--- src/design/kvi_pkg.sv ---
// ----------------------------------------------------------------------------
// Keyframe interpolation package
// Shared types and constants of the keyframe interpolation unit.
// ----------------------------------------------------------------------------
package kvi_pkg;

  localparam int MAX_KEYS_DEFAULT = 64;

  // Request codes carried on the request type input.
  localparam logic REQ_WRITE  = 1'b0;
  localparam logic REQ_SAMPLE = 1'b1;

  // One keyframe table entry.
  typedef struct packed {
    logic [31:0] key_time;
    logic [31:0] x;
    logic [31:0] y;
    logic [31:0] z;
  } key_t;

  // Divider response back to the sequencer.
  typedef struct packed {
    logic        done;
    logic [31:0] quotient;
  } div_rsp_t;

endpackage

--- src/design/kvi_divider.sv ---
// ----------------------------------------------------------------------------
// Keyframe interpolation fraction divider
// Restoring divider that computes floor(num * 2^31 / den), one bit per cycle,
// for num <= den and den != 0.
// ----------------------------------------------------------------------------
module kvi_divider (
  input  logic              clk_i,
  input  logic              rst_ni,
  input  logic              start_i,
  input  logic [31:0]       num_i,
  input  logic [31:0]       den_i,
  output kvi_pkg::div_rsp_t rsp_o
);

  logic        busy_q;
  logic        done_q;
  logic [4:0]  cnt_q;
  logic [31:0] rem_q;
  logic [31:0] quo_q;
  logic [31:0] den_q;

  logic [32:0] shifted;
  logic [32:0] diff;
  logic        ge;

  // The low word of the dividend shifts out of quo_q while quotient bits
  // shift in behind it.
  assign shifted = {rem_q, quo_q[31]};
  assign diff    = shifted - {1'b0, den_q};
  assign ge      = (shifted >= {1'b0, den_q});

  always_ff @(posedge clk_i or negedge rst_ni) begin
    if (!rst_ni) begin
      busy_q <= 1'b0;
      done_q <= 1'b0;
      cnt_q  <= '0;
    end else begin
      done_q <= 1'b0;
      if (start_i) begin
        busy_q <= 1'b1;
        cnt_q  <= 5'd31;
        rem_q  <= {1'b0, num_i[31:1]};
        quo_q  <= {num_i[0], 31'b0};
        den_q  <= den_i;
      end else if (busy_q) begin
        rem_q <= ge ? diff[31:0] : shifted[31:0];
        quo_q <= {quo_q[30:0], ge};
        cnt_q <= cnt_q - 5'd1;
        if (cnt_q == '0) begin
          busy_q <= 1'b0;
          done_q <= 1'b1;
        end
      end
    end
  end

  assign rsp_o.done     = done_q;
  assign rsp_o.quotient = quo_q;

endmodule

--- config.mk ---
export PLATFORM = sky130hd
export DESIGN_NAME = kvi_divider
export DESIGN_NICKNAME = d
export VERILOG_FILES = /design/src/design/kvi_pkg.sv /design/src/design/kvi_divider.sv
export SDC_FILE = /design/constraint.sdc
export NUM_CORES = 1
export LEC_CHECK = 0
export ABC_CLOCK_PERIOD_IN_PS = 4600
export BUFFER_PORTS_ARGS = -buffer_cell sky130_fd_sc_hd__buf_2
export CAP_MARGIN = 20
export CELL_PAD_IN_SITES_DETAIL_PLACEMENT = 1
export CELL_PAD_IN_SITES_GLOBAL_PLACEMENT = 2
export CORE_MARGIN = 4
export CORE_UTILIZATION = 40
export DETAILED_ROUTE_END_ITERATION = 16
export PLACE_DENSITY = 0.85
export SKIP_CTS_REPAIR_TIMING = 1
export SYNTH_ARGS = -nofsm -noshare
export SYNTH_HDL_FRONTEND = slang
export SYNTH_SLANG_ARGS = --single-unit
--- constraint.sdc ---
create_clock -name clk_i -period 4.6 [get_ports clk_i]
set_clock_uncertainty 0.05 [all_clocks]
set_input_delay 1.38 -clock clk_i [delete_from_list [all_inputs] [get_ports clk_i]]
set_output_delay 1.38 -clock clk_i [all_outputs]
set_load 0.02 [all_outputs]
# Word level (Yosys, flattened, before mapping)

Cells that the tools add are included.

Flip-flop bits (word level): 103
Input port bits: 67
Output and inout bits: 33
Word-level logic and storage cells: 28

$add $sub $neg: 2
Magnitude comparators: 1
Mux-type cells: 13
Reductions and logical operators: 4

Operators with widths:

| kind                                                               | number |
|---|---|
| 32-bit 2-to-1 mux                                                  | 4 |
| 33-bit by 32-bit greater-or-equal comparator with 1-bit output     | 1 |
| 32-bit subtractor                                                  | 1 |
| 31-bit 2-to-1 mux                                                  | 1 |
| 5-bit 2-to-1 mux                                                   | 2 |
| 1-bit 2-to-1 mux                                                   | 6 |
| 5-bit zero test                                                    | 1 |
| 5-bit by 1-bit subtractor with 5-bit output, second input constant | 1 |
| 2-bit AND reduction                                                | 2 |
| 2-bit nonzero test                                                 | 1 |

# Depth between registers and ports, before layout

Depth in word-level cells: 4
Gate-level depth with buffers: 12
Mapped depth without buffers: 11

# Least setup slack after synthesis

OpenSTA, ideal clock, no wires.

Path kind: in2reg
Start point: input start_i
End point: register quo_q[31], enable pin
Setup time: 0.425 ns
Data arrival time: 3.128 ns
Data required time: 4.125 ns
Setup slack: 0.998 ns
Stages: 3
Buffers on the path: 1
Cell sequence: clkbuf_1 -> nor2_1 -> nor2b_1

Cells in the longest elaborated chain, start to end: 2

Ends and longest elaborated chain:

| what                          | RTL line          | source |
|---|---|---|
| start, declared               | kvi_divider.sv:9  | `input logic start_i,` |
| 2-bit nonzero test (no line)  | n/a               |  |
| 2-bit AND reduction (no line) | n/a               |  |
| end signal, assigned          | kvi_divider.sv:43 | `quo_q <= {num_i[0], 31'b0};` |
| end signal, assigned          | kvi_divider.sv:47 | `quo_q <= {quo_q[30:0], ge};` |
| end, declared                 | kvi_divider.sv:19 | `logic [31:0] quo_q;` |

No other way between the ends.
A chain may end at the register's enable or synchronous reset.

# Final worst setup path

Start point: register rem_q[10]
End point: register rem_q[17], data pin

Cells in the longest elaborated chain, start to end: 4
Elaborated cells between the ends (all ways): 5
Those cells by class: 1 x add/sub; 1 x order compare; 3 x mux

Ends and longest elaborated chain:

| what                                                                                                       | RTL line                             | source |
|---|---|---|
| start, declared                                                                                            | kvi_divider.sv:18                    | `logic [31:0] rem_q;` |
| start signal, assigned                                                                                     | kvi_divider.sv:42                    | `rem_q <= {1'b0, num_i[31:1]};` |
| start signal, assigned                                                                                     | kvi_divider.sv:46                    | `rem_q <= ge ? diff[31:0] : shifted[31:0];` |
| 32-bit subtractor / 33-bit by 32-bit greater-or-equal comparator with 1-bit output (equally long branches) | kvi_divider.sv:29, kvi_divider.sv:30 |  |
| 32-bit 2-to-1 mux *                                                                                        | kvi_divider.sv:46                    |  |
| 32-bit 2-to-1 mux *                                                                                        | kvi_divider.sv:45                    | `end else if (busy_q) begin` |
| 31-bit 2-to-1 mux *                                                                                        | kvi_divider.sv:39                    | `if (start_i) begin` |

Mark *: on every way between the ends. The rest lies on a longest branch, timed or not. The select of a mux whose other input is x is not followed.

==> flow_metrics.env <==
export IMPL_cts_root_buffer_cell="clkbuf_16"
export IMPL_p_leak_uw=0.00325
export IMPL_period_share=0.775
export IMPL_die_height_um=134
export IMPL_synth_cell_types=62
export IMPL_worstSetupStartpointType="flip-flop"
export IMPL_route_detailed_drc=0
export IMPL_core_region_area_um2=15400
export IMPL_share_comb_of_total_power=0.308
export IMPL_switching_power_uw=991
export IMPL_slew_violations=0
export IMPL_antenna_violating_nets_post_route=0
export IMPL_synth_nets=712
export IMPL_dp_final_hpwl_mm=13.1
export IMPL_number_of_top_level_pins=100
export IMPL_grt_ovfl_total=0
export IMPL_viasPerCell=5.45
export IMPL_wl_per_cell_um=19.1
export IMPL_synthToLayoutAreaGrowth_pct=15.8
export IMPL_sequential_cell_area_fraction_in_the_yosys_report=0.482
export IMPL_tns_ns=0
export IMPL_via_count_of_the_first_global_routing_pass=5281
export IMPL_gr_usage_all_layers=0.200
export IMPL_drive_above_1_share=0.196
export IMPL_fp_dieW_um=134
export IMPL_rows=45
export IMPL_ys_ff_latch=103
export IMPL_sw_frac_of_total=0.346
export IMPL_worst_r2r_path_depth=10
export IMPL_postRouteWirelength_mm=17.5
export IMPL_final_nets=800
export IMPL_clock_transition_time_at_the_flip_flop_clock_pins_of_the_worst_setup_and_hold_paths_ns=0.08
export IMPL_synthesis_area_per_instance_um2=10.4
export IMPL_synth_yosys_warnings=0
export IMPL_port_buffers=99
export IMPL_worst_skew_pair_late_latency_ns=0.37
export IMPL_max_freq_mhz=280
export IMPL_place_congestion=0.855
export IMPL_initialDrtViolationCount=306
export IMPL_grt_first_pass_wirelength_mm=28.6
export IMPL_critPathArrivalTime_ns=3.70
export IMPL_cts_htree_levels=3
export IMPL_grt_setup_unrepaired="no"
export IMPL_grt_start_max_net_pins=41
export IMPL_path_class="reg2reg"
export IMPL_final_hold_viol_count=0
export IMPL_pre_cts_ws_ns=0.944
export IMPL_postSynthCellCount=610
export IMPL_setup_slack_ns=1.03
export IMPL_initial_core_util=0.413
export IMPL_diodes=0
export IMPL_antenna_violations_before_repair=0
export IMPL_finalCriticalPeriod_ns=3.57
export IMPL_power_report_internal_total_uw=1870
export IMPL_layout_cells_most_common="buf_2"
export IMPL_route_vias_total=4982
export IMPL_min_delay_path_depth=2
export IMPL_drv_max_cap_violation_count=0
export IMPL_total_power_uw=2860
export IMPL_mostFrequentLayoutCells="buf_2, edfxtp_1, nand2_1, mux2i_1, nor2_1"
export IMPL_cts_buffers=9
export IMPL_asyncSetResetFlopFracSynth=0.0680
export IMPL_critical_path_peak_fanout=20
export IMPL_die_area_um2=17900
export IMPL_postSynth_topFlopCell="edfxtp_1"
export IMPL_status="finished, final reports clean"
export IMPL_synth_enable_flop_cells=96
export IMPL_clock_power_share=0.279
export IMPL_detail_route_first_pass_iterations=4
export IMPL_tightestPinTransition_ns=1.06
export IMPL_critical_path_endpoint_type="flip-flop"
export IMPL_power_sequential_fraction=0.413
export IMPL_ir_drop_v=0.000207
export IMPL_min_delay_path_class="reg2reg"
export IMPL_tritoncts="built"
export IMPL_final_setup_vio_count=0
export IMPL_power_density_nw_per_um2=390
export IMPL_required_ns=4.73
export IMPL_clock_sink_count=103
export IMPL_timing_max_slew_rel_slack=0.293
export IMPL_cts_root_to_sink_buffers=2
export IMPL_syn_cell_area_um2=6340
-- through the flow --
step	instances	cell area, µm²	hold slack, ns	util
global placement	898	7040	0.455	0.458
CTS	914	7340	0.484	0.478
global route	914	7340	0.545	0.478
floorplan	610	6340	0.431	-
finish	914	7340	0.482	0.478
detailed placement	898	7040	0.462	0.458
-- synthesized netlist by cell type, types with 6 or more instances --
master / instances / area [µm²]
o21ai_1: 8 / 40.0
nand3_1: 6 / 30.0
xor2_1: 11 / 96.3
o211ai_1: 8 / 60.1
dfrtp_1: 7 / 175
nand2_1: 58 / 218
clkbuf_1: 16 / 60.1
nor2b_1: 6 / 37.5
a32oi_1: 9 / 78.8
inv_1: 45 / 169
a21oi_1: 39 / 195
edfxtp_1: 96 / 2880
nor3_1: 8 / 40.0
nand4_1: 6 / 37.5
buf_2: 6 / 30.0
a21o_1: 8 / 60.1
nor2_1: 51 / 191
o21ai_0: 41 / 205
mux2i_1: 54 / 541
xnor2_1: 17 / 149
ha_1: 34 / 425
-- critical path: stages, from the launching register on --
cell and delay, ns:
edfxtp_1 0.41, ha_1 0.45, nand3_1 0.17, or4_4 0.57, nor2_1 0.19, a21oi_1 0.09
o211ai_1 0.28, nor2_4 0.21, buf_4 0.27, or3b_1 0.42, a311oi_2 0.27
-- worst paths after layout --
kind / startpoint / end / slack (ns)
hold reg to reg: cnt_q[4]$_DFFE_PN0N_ / cnt_q[4]$_DFFE_PN0N_ / 0.48
hold / removal: cnt_q[4]$_DFFE_PN0N_ / cnt_q[4]$_DFFE_PN0N_ / 0.48
max in group asynchronous: rst_ni / cnt_q[2]$_DFFE_PN0N_ / 3.00
setup reg to reg: rem_q[10]$_DFFE_PP_ / rem_q[17]$_DFFE_PP_ / 1.03
min in group asynchronous: rst_ni / busy_q$_DFF_PN0_ / 0.80
setup / recovery: rem_q[10]$_DFFE_PP_ / rem_q[17]$_DFFE_PP_ / 1.03
-- power by group through the flow --
stage,logic (µW),clock network [µW],registers [µW]
2_1_floorplan,623,0,1210
3_3_place_gp,860,0,1200
3_5_place_dp,877,0,1200
4_1_cts,883,821,1180
5_1_grt,984,860,1190
6_report,881,799,1180
-- cell families after synthesis --
kind of cell             count (synthesis)  share of synthesized area
flip-flops                             103                      0.482
multiplexers                            55                     0.0870
AO/OA/AOI/OAI                          156                      0.161
adder cells (fa/ha/maj)                 35                     0.0702
buffers and inverters                   77                     0.0491
AND/OR/NAND/NOR                        156                      0.111
XOR/XNOR                                28                     0.0387
-- layer usage --
| metal | track usage | part of all wire | vias up |
|---|---|---|---|
| li1 | - | - | 2410 |
| met1 | 0.268 | 0.46 | 2466 |
| met3 | 0.0371 | 0.040 | 14 |
| met4 | 0.0463 | 0.010 | 0 |
| met5 | 0 | 0 | - |
| met2 | 0.339 | 0.49 | 92 |
-- layout make-up --
cell class,count,area [µm²]
flip-flops and latches,103,3060
clock inverters,7,81.3
clock buffers,9,225
inverters,47,176
repair buffers,107,556
multi-input cells,430,2980
well taps,211,264
fillers,1752,8030
-- flip-flops by register name, indices dropped and copies added (netlist names) --
name / count
den_q: 32
quo_q: 32
cnt_q: 5
rem_q: 32
busy_q: 1
done_q: 1
No activity file was read; power rests on OpenSTA's default activity.
